<file path="src/kab_pkg.sv">
package kab_pkg;

	localparam int StW      = 32;
	localparam int CovW     = 48;
	localparam int NoiseW   = 47;
	localparam int DtW      = 32;
	localparam int MulXW    = 63;
	localparam int MulYW    = 48;
	localparam int MulAccW  = MulXW + MulYW;
	localparam int MulCntW  = $clog2(MulYW);
	localparam int DivQW    = 62;
	localparam int DivCntW  = $clog2(DivQW);
	localparam int ResW     = 64;
	localparam int CfgIdxW  = 2;

	localparam logic [MulXW-1:0] MagLimit = MulXW'(1) << 62;
	localparam logic [MulXW-1:0] HalfDt   = MulXW'(1) << 31;
	localparam logic [MulXW-1:0] HalfCov  = MulXW'(1) << 43;

	localparam logic [NoiseW-1:0] QAngleRst = NoiseW'(47'd1759218604);
	localparam logic [NoiseW-1:0] QBiasRst  = NoiseW'(47'd527765581);
	localparam logic [NoiseW-1:0] RMeasRst  = NoiseW'(47'd527765581332);
	localparam logic [DtW-1:0]    DtRst     = DtW'(32'd21474836);
	localparam logic [CovW-1:0]   CovOne    = CovW'(1) << 44;

	localparam logic [CfgIdxW-1:0] CFG_Q_ANGLE = 2'd0;
	localparam logic [CfgIdxW-1:0] CFG_Q_BIAS  = 2'd1;
	localparam logic [CfgIdxW-1:0] CFG_R_MEAS  = 2'd2;
	localparam logic [CfgIdxW-1:0] CFG_STEP    = 2'd3;

	typedef enum logic [3:0] {
		ST_IDLE,
		ST_P_ANG,
		ST_P_AA,
		ST_P_OFF,
		ST_P_BB,
		ST_E_CHK,
		ST_D_K0,
		ST_D_K1,
		ST_C_BA,
		ST_C_BB,
		ST_C_AA,
		ST_C_AB,
		ST_C_ANG,
		ST_C_BIAS,
		ST_RESULT
	} state_t;

	typedef struct packed {
		logic             start;
		logic [MulXW-1:0] x;
		logic [MulYW-1:0] y;
		logic             neg;
		logic             frac_hi;
	} mul_req_t;

	typedef struct packed {
		logic                   done;
		logic signed [ResW-1:0] res;
	} mul_rsp_t;

	typedef struct packed {
		logic                   start;
		logic signed [CovW-1:0] num;
		logic [CovW-1:0]        den;
	} div_req_t;

	typedef struct packed {
		logic             done;
		logic             neg;
		logic [MulXW-1:0] mag;
	} div_rsp_t;

	function automatic logic signed [StW-1:0] sat_add32(input logic signed [StW-1:0] a,
			input logic signed [ResW-1:0] d);
		logic [ResW:0] s;
		s = {{(ResW-StW+1){a[StW-1]}}, a} + {d[ResW-1], d};
		if (s[ResW:StW-1] != {(ResW-StW+2){s[ResW]}})
			return s[ResW] ? {1'b1, {(StW-1){1'b0}}} : {1'b0, {(StW-1){1'b1}}};
		return s[StW-1:0];
	endfunction

	function automatic logic signed [CovW-1:0] sat_add48(input logic signed [CovW-1:0] a,
			input logic signed [ResW-1:0] d);
		logic [ResW:0] s;
		s = {{(ResW-CovW+1){a[CovW-1]}}, a} + {d[ResW-1], d};
		if (s[ResW:CovW-1] != {(ResW-CovW+2){s[ResW]}})
			return s[ResW] ? {1'b1, {(CovW-1){1'b0}}} : {1'b0, {(CovW-1){1'b1}}};
		return s[CovW-1:0];
	endfunction

endpackage

</file>
<file path="src/kab_mul.sv">
module kab_mul (
	input  logic              clk,
	input  logic              arst_n,
	input  kab_pkg::mul_req_t req,
	output kab_pkg::mul_rsp_t rsp
);
	import kab_pkg::*;

	logic               busy_q;
	logic               fin_q;
	logic               done_q;
	logic [MulCntW-1:0] cnt_q;
	logic [MulAccW-1:0] acc_q;
	logic [MulXW-1:0]   x_q;
	logic               neg_q;
	logic               hi_q;
	logic signed [ResW-1:0] res_q;

	logic [MulXW:0]     sum;
	logic [78:0]        rsh;
	logic               ovf;
	logic [MulXW-1:0]   mag;

	always_comb begin
		sum = {1'b0, acc_q[MulAccW-1:MulYW]} + {1'b0, (acc_q[0] ? x_q : '0)};
		rsh = hi_q ? {12'b0, acc_q[MulAccW-1:44]} : acc_q[MulAccW-1:32];
		ovf = (|rsh[78:63]) || (rsh[62] && (|rsh[61:0]));
		mag = ovf ? MagLimit : rsh[62:0];
	end

	always_ff @(posedge clk or negedge arst_n) begin
		if (!arst_n) begin
			busy_q <= 1'b0;
			fin_q  <= 1'b0;
			done_q <= 1'b0;
			cnt_q  <= '0;
		end else begin
			done_q <= 1'b0;
			if (req.start) begin
				busy_q <= 1'b1;
				cnt_q  <= MulCntW'(MulYW - 1);
			end else if (busy_q) begin
				if (cnt_q == '0) begin
					busy_q <= 1'b0;
					fin_q  <= 1'b1;
				end else begin
					cnt_q <= cnt_q - 1'b1;
				end
			end else if (fin_q) begin
				fin_q  <= 1'b0;
				done_q <= 1'b1;
			end
		end
	end

	always_ff @(posedge clk) begin
		if (req.start) begin
			acc_q <= {(req.frac_hi ? HalfCov : HalfDt), req.y};
			x_q   <= req.x;
			neg_q <= req.neg;
			hi_q  <= req.frac_hi;
		end else if (busy_q) begin
			acc_q <= {sum, acc_q[MulYW-1:1]};
		end
		if (fin_q)
			res_q <= neg_q ? -{1'b0, mag} : {1'b0, mag};
	end

	assign rsp.done = done_q;
	assign rsp.res  = res_q;

endmodule

</file>
<file path="config.mk">
export PLATFORM = sky130hd
export DESIGN_NAME = kab_mul
export DESIGN_NICKNAME = d
export VERILOG_FILES = /design/src/kab_pkg.sv /design/src/kab_mul.sv
export SDC_FILE = /design/constraint.sdc
export NUM_CORES = 1
export LEC_CHECK = 0
export BUFFER_PORTS_ARGS = -buffer_cell sky130_fd_sc_hd__buf_4
export CAP_MARGIN = 20
export CORE_MARGIN = 3
export CORE_UTILIZATION = 30
export DETAILED_ROUTE_END_ITERATION = 16
export PLACE_DENSITY = 0.44
export SLEW_MARGIN = 40
export SYNTH_ARGS = -nofsm -noshare
export SYNTH_HDL_FRONTEND = slang
export SYNTH_SLANG_ARGS = --single-unit
</file>
<file path="constraint.sdc">
create_clock -name clk -period 5.9 [get_ports clk]
set_input_delay 0 -clock clk [delete_from_list [all_inputs] [get_ports clk]]
set_output_delay 0 -clock clk [all_outputs]
set_load 0.005 [all_outputs]
</file>
==> metrics, run 1 <==
Worst Tran Pin Value between 700 and 800 ps; Die X 238 microns; H-tree Lvls 1; drt first pass iters 6; via count ~13,000; Max Cap Viol 0; DRC Markers 0; critical path class reg -> reg; initial antenna violation count 2; CTS tree yes; Leakage Power ~8.2 nW; die area roughly 0.057 sq mm; Max-slew headroom between 50 and 60%; Post-Route WL roughly 52 mm; synth unique cells between 70 and 80; Post-Synth Adder-Cell Area approximately 5.2%; largest family of logic cells by synthesized area simple AND/OR/NAND/NOR gates; Post-synth EDFFs 240; Final min period roughly 5400 ps; Synth area leaders edfxtp_1 45%, mux2_2 5.6%, ha_1 5.1%; Max Fclk roughly 0.19 GHz; worst-case clock buffer depth 3; CP Cell Sequence buf_12 > buf_4 > nor3_1 > a21oi_1 > nor3b_1 > a41o_1 > and2_1 > nand2b_1 > ha_1 > inv_1 > nor4_1 > nand3_1 > or2_2 > o311ai_0 > o21ai_0 > a22o_1; critical path's largest stage delay 650 ps; post-synthesis async set-or-reset flop share under 10%; Port Buf Inserts between 150 and 200; Worst-Skew Late Latency roughly 580 ps; CTS resizes 0; RSZ-0062 raised after global routing false; Yosys top cell area share between 40 and 50%; maximum vdd drop roughly 0.22 mV; Synth warnings 0; num rows between 80 and 90; Ant. Diodes 0; Final Net Count about 2,000; Worst setup EP type flip-flop; DP Worst Slack 615 ps; synthesized flop and latch total between 200 and 250; Gate Count Post-Synth between 1,500 and 2,000; area of the core between 0.05 and 0.06 sq mm; setup TNS 0 ps; die height 238 microns; cts bufs inserted 31; Cell Pwr Density about 360 mW/mm^2; Tot GR Track Use a little under a fifth; vias per cell 5.19; status finished, final reports clean; final antenna-violating net count 0; Starting Density between 30% and 40%; top cell type by total area after synthesis edfxtp_1; Final Hold Viols 0; period utilization between 90% and 100%; remaining global-route overflow 0; post-DR wirelength/cell between 20 and 25 microns; I/O pins between 150 and 200; Clock Skew about 15 ps; max-slew violations 0; CP Max Fanout 83; top_reg_cell synth edfxtp_1; hpwl dp about 39 mm; worst path arrival time around 5700 ps; Syn Nets 1,784; Hold Path Class in -> reg; setup slack after layout ~550 ps; GPL Wtd Cong about 0.87; layout cells sized above 1 a little under a fifth; Final setup viols 0; post-synthesis compound-gate area fraction 15.4%; 1st-iter DRT viols roughly 1,200; first-pass GRT wire length between 80 and 90 mm; register area share after synthesis 45.9%; Post-Synth Simple-Gate Area 17.8%; Post-Syn Area about 0.016 sq mm; Slowest-stage cell, CP nor4_1; vias in the first global route 13,500; multiplexer share of the synthesized area 8.21%; P&R area growth vs syn 26.3%; Sink Count roughly 250; Avg Synthesized Cell Area around 10 sq um; root buffer cell clkbuf_16; Setup Fix Bufs, Post-CTS 0; crit start category flip-flop; cts hold-fix bufs roughly 120; pin count of the biggest net entering global routing between 80 and 90; Req. time, crit path 6230 ps; xor and xnor fraction of the mapped netlist area under 10%; Clock transition at path regs roughly 60 ps
==> critical path: cells and delay by family (launching register included) <==
family | cells | cell delay, ps
AND/OR/NAND/NOR | 7 | 1900
AO/OA/AOI/OAI | 5 | 1250
buffers and inverters | 3 | 920
adder cells (fa/ha/maj) | 1 | 630
flip-flops | 1 | 380
==> synthesized netlist by cell type, types with 3 or more instances <==
cell / instances
a31o_2: 3
o311ai_0: 4
a211o_1: 5
edfxtp_1: 240
o221ai_1: 3
xor2_1: 33
or3_1: 15
or4_1: 11
xnor2_1: 52
and3_1: 9
clkbuf_1: 64
a21boi_0: 7
a211oi_1: 15
nor4_1: 17
nor3b_1: 13
and2_1: 73
nand4_1: 24
or2_2: 6
o21bai_1: 12
buf_1: 11
o22ai_1: 9
inv_1: 22
a41oi_1: 3
o211ai_1: 7
nor3b_2: 3
ha_1: 66
a22o_1: 3
mux2_2: 80
nand2_1: 89
nand2b_1: 11
a31oi_1: 20
o32a_1: 4
a21o_1: 50
o32ai_1: 3
o21ai_0: 88
a21oi_1: 111
nor3_1: 67
dfrtp_1: 9
o21a_1: 7
o31ai_1: 13
nor2b_1: 15
nand3_1: 27
buf_2: 11
mux2i_1: 40
nor2_1: 182
==> worst paths after layout <==
check	from	to	slack (ps)	cells past startpoint
worst max-delay path	hi_q	res_q[34]	550	16
worst min-delay path	req[107]	x_q[57]	140	2
worst max register to register	hi_q	res_q[34]	550	16
worst min register to register	cnt_q[5]	cnt_q[5]	540	2
max in group asynchronous	arst_n	fin_q	5150	3
min in group asynchronous	arst_n	cnt_q[3]	420	3
==> registers in the layout (all words and copies together) (netlist names) <==
name    flops
res_q      64
fin_q       1
x_q        63
acc_q     111
hi_q        1
cnt_q       6
busy_q      1
neg_q       1
done_q      1
==> metrics by stage <==
| stage | power [mW] | util (%) | cells | area, sq um | hold WS (ps) |
|---|---|---|---|---|---|
| after floorplan | 4.30 | - | 1601 | 16200 | -296 |
| after global placement | 5.26 | 34.3 | 2397 | 18200 | -167 |
| after detailed placement | 5.26 | 34.4 | 2398 | 18200 | -168 |
| after CTS | 7.34 | 38.6 | 2572 | 20400 | 93.4 |
| after global routing | 7.72 | 38.6 | 2572 | 20400 | 112 |
| final | 7.27 | 38.6 | 2572 | 20400 | 138 |
==> layer usage <==
layer  routed length, microns  vias up  track usage (%)
met3                     2670       69             2.38
met5                        0        -                0
met1                    24300     6390             25.8
li1                         -     6514                -
met4                     1120        0             4.56
met2                    23800      382             29.0
==> layout make-up <==
class	instances	area [sq um]
multi-input combinational	1239	8300
inverter	23	91.3
clock inverter	18	198
fill	5277	32500
sequential	249	7430
clock buffer	40	860
tap	688	861
timing repair buffer	315	2680
==> kinds of logic after synthesis <==
| family | Yosys count |
|---|---|
| and+or+nand+nor | 574 |
| AOI/OAI and AO/OA | 391 |
| DFF | 249 |
| muxes | 122 |
| buffers and inverters | 113 |
| xor gates and xnor gates | 85 |
| adders and majority gates | 67 |
==> power by group <==
| group | internal (mW) | switching [mW] |
|---|---|---|
| Clock | 1.20 | 0.764 |
| Sequential | 2.32 | 0.388 |
| Combinational | 1.08 | 1.52 |
==> layout by cell type (no fill, tap or decap), types with 15 or more instances in the layout <==
| master | n |
|---|---|
| a21oi_1 | 111 |
| inv_1 | 21 |
| a211oi_1 | 15 |
| nor2_1 | 182 |
| buf_4 | 194 |
| ha_1 | 66 |
| mux2_2 | 80 |
| clkbuf_16 | 31 |
| mux2i_1 | 40 |
| and2_1 | 73 |
| or3_1 | 15 |
| nand3_1 | 27 |
| dlygate4sd3_1 | 116 |
| nand2_1 | 88 |
| a31oi_1 | 20 |
| xnor2_1 | 52 |
| nand4_1 | 24 |
| edfxtp_1 | 240 |
| nor4_1 | 16 |
| nor2b_1 | 15 |
| o21ai_0 | 88 |
| a21o_1 | 50 |
| nor3_1 | 67 |
| xor2_1 | 33 |
Power figures use the tool's default switching activity.
==> run 2: changes to the inputs <==
--- a/config.mk
+++ b/config.mk
@@ -5,13 +5,14 @@
 export SDC_FILE = /design/constraint.sdc
 export NUM_CORES = 1
 export LEC_CHECK = 0
+export ABC_AREA = 1
 export BUFFER_PORTS_ARGS = -buffer_cell sky130_fd_sc_hd__buf_4
 export CAP_MARGIN = 20
 export CORE_MARGIN = 3
 export CORE_UTILIZATION = 30
 export DETAILED_ROUTE_END_ITERATION = 16
 export PLACE_DENSITY = 0.44
-export SLEW_MARGIN = 40
+export SLEW_MARGIN = 20
 export SYNTH_ARGS = -nofsm -noshare
 export SYNTH_HDL_FRONTEND = slang
 export SYNTH_SLANG_ARGS = --single-unit
==> run 2 against run 1 <==
Against the previous run: final cell count increased by 27%; flip-flop and latch count unchanged; fmax increased by 13%; combinational power decreased by 13%; clock skew increased by 3.3 ps; via count increased by 18%; critical endpoint is now res_q[25].
==> metrics, run 2 <==
status finished, final reports clean; DP Worst Slack approximately 1300 ps; Syn Nets ~2,400; largest family of logic cells by synthesized area simple AND/OR/NAND/NOR gates; Final Net Count between 2,000 and 3,000; Final setup viols 0; cts hold-fix bufs ~130; Hold Path Class in -> reg; Req. time, crit path just over 6000 ps; Max-slew headroom 28.7%; GPL Wtd Cong ~0.95; Die X about 240 microns; period utilization about four fifths; 1st-iter DRT viols between 1,000 and 1,500; CTS resizes 0; commonest non-fill, non-tap cells in the layout 773 x nand2_1, 244 x nor2_1, 240 x edfxtp_1; CP Max Fanout roughly 110; drt first pass iters 5; max reg flops between 100 and 150; top cells by count, synth 773 x nand2_1, 244 x nor2_1, 241 x inv_1, 240 x edfxtp_1, 155 x a21oi_1; xor and xnor fraction of the mapped netlist area under 10%; top_reg_cell synth edfxtp_1; crit start category flip-flop; biggest regs acc_q x111, res_q x64, x_q x63; R2R Setup Slk around 1200 ps; end of the critical path res_q[25]; register area share after synthesis between 40% and 50%; worst-case clock buffer depth 3; Setup Fix Bufs, Post-CTS 0; area of the core ~0.055 sq mm; Final min period ~4700 ps; worst r2r src hi_q; setup slack after layout 1180 ps; critical path class reg -> reg; final antenna-violating net count 0; worst path arrival time roughly 5000 ps; Post-Synth Simple-Gate Area a little over a quarter; Worst-Skew Late Latency slightly below 600 ps; Port Buf Inserts 180; Final Hold Viols 0; via count around 16,000; Cell Pwr Density 314 mW/mm^2; top cell type by total area after synthesis edfxtp_1; maximum vdd drop approximately 0.25 mV; I/O pins ~180; Worst Tran Pin Value around 1100 ps; remaining global-route overflow 0; multiplexer share of the synthesized area 0%; pin count of the biggest net entering global routing approximately 110; Post-Synth Adder-Cell Area 5.04%; synth unique cells between 40 and 50; Util after Layout 38.3%; Largest Register acc_q; Starting Density between 30% and 40%; DRC Markers 0; setup TNS 0 ps; CTS tree yes; critical path launch point hi_q; Synth warnings 0; most common cell after layout, fill and taps aside nand2_1; Post-Route WL 61.2 mm; Ant. Diodes 0; num rows between 80 and 90; initial antenna violation count 0; Post-synth EDFFs 240; die area 0.0588 sq mm; Gate Count Post-Synth ~2,200; Yosys top cell area share a little over two fifths; reg-to-reg endpoint res_q[25]; root buffer cell clkbuf_16; H-tree Lvls 1; Worst setup EP type flip-flop; P&R area growth vs syn 25.9%; Avg Synthesized Cell Area 7.61 sq um; Max Cap Viol 0; RSZ-0062 raised after global routing false; Tot GR Track Use between 20% and 30%; Clock transition at path regs 60 ps; die height ~240 microns; Max Fclk approximately 0.21 GHz; first-pass GRT wire length just over 90 mm; most common cell in the synthesized netlist nand2_1; post-DR wirelength/cell between 15 and 20 microns; max-slew violations 0; Clock Skew around 19 ps; post-synthesis async set-or-reset flop share approximately 3.6%; vias per cell roughly 4.8; Sink Count around 250; layout cells sized above 1 between 10% and 20%; hpwl dp ~48 mm; cts bufs inserted 31; Synth area leaders edfxtp_1 43%, nand2_1 17%, nor2_1 5.5%; synthesized flop and latch total roughly 250; r2r worst-path depth 15; vias in the first global route 15,800; post-synthesis compound-gate area fraction ~15%; Post-Syn Area roughly 0.017 sq mm; Leakage Power just under 10 nW
[run 2: changes by cell type in the layout (fill, tap and decap cells not counted), sizes merged, moves of 45 or more]
cell and delta:
inv +221, a21oi +45, o21ai +83, nor3 -50
and2 -72, nor2 +63, nand2 +688, mux2 -80
[run 2: worst max-delay path, cell delays in order (launching register included)]
cell,delay [ps]
edfxtp_1,820
buf_4,540
o21ai_0,230
nor2_1,210
nand2_1,80
nor2_1,180
nand2_1,80
nor2_1,130
nand3_2,100
nand2_4,770
o21ai_0,360
nand3_1,270
inv_2,70
nand3_1,200
nand2_2,160
xor2_1,180
[run 2: how the worst min path moves through the flow]
stage / startpoint / endpoint / slack (ps) / depth (start not counted)
global placement: arst_n / done_q / -160 / 1
global route: req[55] / x_q[5] / 110 / 2
finish: req[89] / x_q[39] / 130 / 2
floorplan: arst_n / busy_q / -300 / 0
CTS: req[72] / x_q[22] / 90 / 2
detailed placement: arst_n / done_q / -160 / 1
[run 2: layout make-up]
type | instances | area, sq um
Fill cell | 5803 | 34100
Multi-Input combinational cell | 1653 | 8090
Sequential cell | 249 | 7430
Timing Repair Buffer | 318 | 2700
Tap cell | 748 | 936
Inverter | 244 | 923
Clock buffer | 39 | 816
Clock inverter | 19 | 230
[run 2: per-stage QoR]
stage	cells	power, mW	area, sq um	hold slack (ps)
2_1_floorplan	2205	3.82	16800	-296
3_3_place_gp	3086	4.61	18800	-163
3_5_place_dp	3086	4.61	18800	-162
4_1_cts	3270	6.70	21100	87.6
5_1_grt	3270	7.07	21100	112
6_report	3270	6.63	21100	126
[run 2: metal layers]
layer / global-route usage (%) / part of all wire, %
met1: 27.0 / 46
met2: 34.7 / 47
met3: 2.20 / 3.7
met4: 5.83 / 3.2
met5: 0 / 0
[run 2: power by group]
| part | leakage (nW) | switching, mW | internal (mW) | total [mW] |
|---|---|---|---|---|
| Clock | 0.501 | 0.791 | 1.19 | 1.98 |
| Combinational | 6.63 | 1.52 | 0.736 | 2.25 |
| Sequential | 2.59 | 0.175 | 2.22 | 2.40 |
[run 2: logic make-up after synthesis]
family | after synthesis
compound gates | 437
fa+ha+maj | 67
simple gates | 1116
xor+xnor | 33
flops | 249
buf+inv | 303
==> run 3: changes to the inputs <==
--- a/config.mk
+++ b/config.mk
@@ -11,7 +11,7 @@
 export CORE_MARGIN = 3
 export CORE_UTILIZATION = 30
 export DETAILED_ROUTE_END_ITERATION = 16
-export PLACE_DENSITY = 0.44
+export PLACE_DENSITY = 0.46
 export SLEW_MARGIN = 20
 export SYNTH_ARGS = -nofsm -noshare
 export SYNTH_HDL_FRONTEND = slang
==> constraint.sdc (replaced) <==
create_clock -name clk -period 3.95 [get_ports clk]
set_input_delay 0 -clock clk [delete_from_list [all_inputs] [get_ports clk]]
set_output_delay 0 -clock clk [all_outputs]
set_load 0.005 [all_outputs]
==> run 3 against run 2 <==
Against the previous run: setup slack worse by 990 ps; routed wire length up 3.6%; sequential power up 50%; clock-buffer cell count up 5; clock skew up 0.65 ps; critical path type unchanged; critical endpoint is now acc_q[99].
==> metrics, run 3 (synthesis results as in run 2) <==
CP Max Fanout 5; Cell Pwr Density 463 mW/mm^2; pin count of the biggest net entering global routing 84; period utilization between 90% and 100%; Sink Count 249; drt first pass iters 5; Hold Path Origin req[1]; via count approximately 16,000; Design Area, Final roughly 0.021 sq mm; Worst setup EP type flip-flop; post-DR wirelength/cell 19.2 microns; Placed Area 0.0192 sq mm; Worst-Skew Late Latency a little under 600 ps; hold slack around 120 ps; vias in the first global route 16,200; hpwl dp about 50 mm; critical path's most frequent cell nand2_1; Post-Route WL between 60 and 70 mm; Ant. Diodes 0; Largest Register acc_q; Max Cap Viol 0; CP Cell Sequence nand2_1 > inv_1 > ha_1 > fa_1 > nand2_1 > nand3_1 > o21ai_0 > inv_1 > nand2_1 > nand2_1 > nand2_1 > nand2_1 > a21oi_1 > o21ai_0 > a21oi_1 > o21bai_1 > o21ai_0 > nor2_1; GPL Wtd Cong 0.945; critical path's largest stage delay 550 ps; H-tree Lvls 1; initial antenna violation count 0; area of the core about 0.055 sq mm; DRC Markers 0; Hold Path Class in -> reg; most common cell after layout, fill and taps aside nand2_1; remaining global-route overflow 0; Critical path buffers and inverters 2; Design Power approximately 9.9 mW; Final Net Count ~2,700; status finished, final reports clean; maximum vdd drop ~0.34 mV; cts bufs inserted 31; Leakage Power roughly 10 nW; worst path arrival time 4090 ps; Tot GR Track Use about a fifth; Die X roughly 240 microns; final antenna-violating net count 0; P&R area growth vs syn 28.0%; Worst Tran Pin Value between 1000 and 1500 ps; crit start category flip-flop; max reg flops roughly 110; die height 243 microns; critical path class reg -> reg; die area between 0.05 and 0.06 sq mm; vias per cell between 4 and 5; max-slew violations 0; worst r2r src acc_q[0]; Slowest-stage cell, CP edfxtp_1; CP delay by family, top compound AO/OA/AOI/OAI gates; Final min period roughly 3800 ps; critical path launch point acc_q[0]; layout cells sized above 1 between 10% and 20%; num rows 86; root buffer cell clkbuf_16; setup TNS 0 ps; RSZ-0062 raised after global routing false; worst-case clock buffer depth 3; I/O pins 181; 1st-iter DRT viols approximately 1,100; first-pass GRT wire length about 96 mm; commonest non-fill, non-tap cells in the layout 773 x nand2_1, 244 x nor2_1, 240 x edfxtp_1; Starting Density approximately 30%; Final setup viols 0; Req. time, crit path roughly 4300 ps; Max-slew headroom between 20% and 30%; CTS tree yes; Clock transition at path regs ~60 ps; Clock Skew approximately 19 ps; Final Hold Viols 0; biggest regs acc_q x111, res_q x64, x_q x63; Port Buf Inserts 180; Fill cells roughly 5,800; Max Fclk roughly 0.27 GHz
==> run 3: metal layers <==
layer	GRT usage (%)	routed length, microns
met1	26.8	27600
met4	6.72	2190
met2	36.8	30700
met3	2.83	2930
met5	0	0
==> run 3: stage by stage <==
| stage | instances | utilization [%] | worst slack, ps |
|---|---|---|---|
| after floorplan | 2205 | - | 865 |
| after global placement | 3122 | 34.7 | 125 |
| after detailed placement | 3122 | 34.7 | 138 |
| after CTS | 3309 | 38.9 | 93.1 |
| after global routing | 3311 | 38.9 | 10.8 |
| final | 3311 | 38.9 | 196 |
==> run 3: area by class of cell <==
| class | instances | area [sq um] | share of cell area, % |
|---|---|---|---|
| clock buffers | 44 | 865 | 4.03 |
| repair buffers | 360 | 3120 | 14.5 |
| flip-flops and latches | 249 | 7430 | 34.6 |
| well taps | 748 | 936 | 4.36 |
| inverters | 244 | 923 | 4.30 |
| clock inverters | 13 | 116 | 0.542 |
| multi-input cells | 1653 | 8090 | 37.7 |
==> run 3: path summary, 6_finish.rpt <==
check | endpoint | slack (ps) | depth (start not counted)
min reg2reg | acc_q[1] | 510 | 2
max in group asynchronous | fin_q | 3140 | 3
max | acc_q[99] | 200 | 18
min in group asynchronous | done_q | 440 | 3
min | neg_q | 120 | 2
max reg2reg | acc_q[99] | 200 | 18
==> run 3: timing repair <==
item / 4_1_cts / 5_1_grt
gates resized for setup: 0 / 2
endpoints found under the setup margin: 0 / 5
setup buffers: 0 / 2
hold buffers: 130 / 0
hold endpoints to repair: 134 / 0
==> run 3: power by group <==
group	internal, mW	switching, mW
registers	3.32	0.278
clock network	1.64	1.18
logic	1.22	2.32
==> run 3: worst reg2reg max path: cells and delay by family (launching register included) <==
| kind | cells | cell delay (ps) |
|---|---|---|
| compound gates | 6 | 1420 |
| fa+ha+maj | 2 | 700 |
| buf+inv | 2 | 130 |
| flops | 1 | 550 |
| simple gates | 8 | 710 |
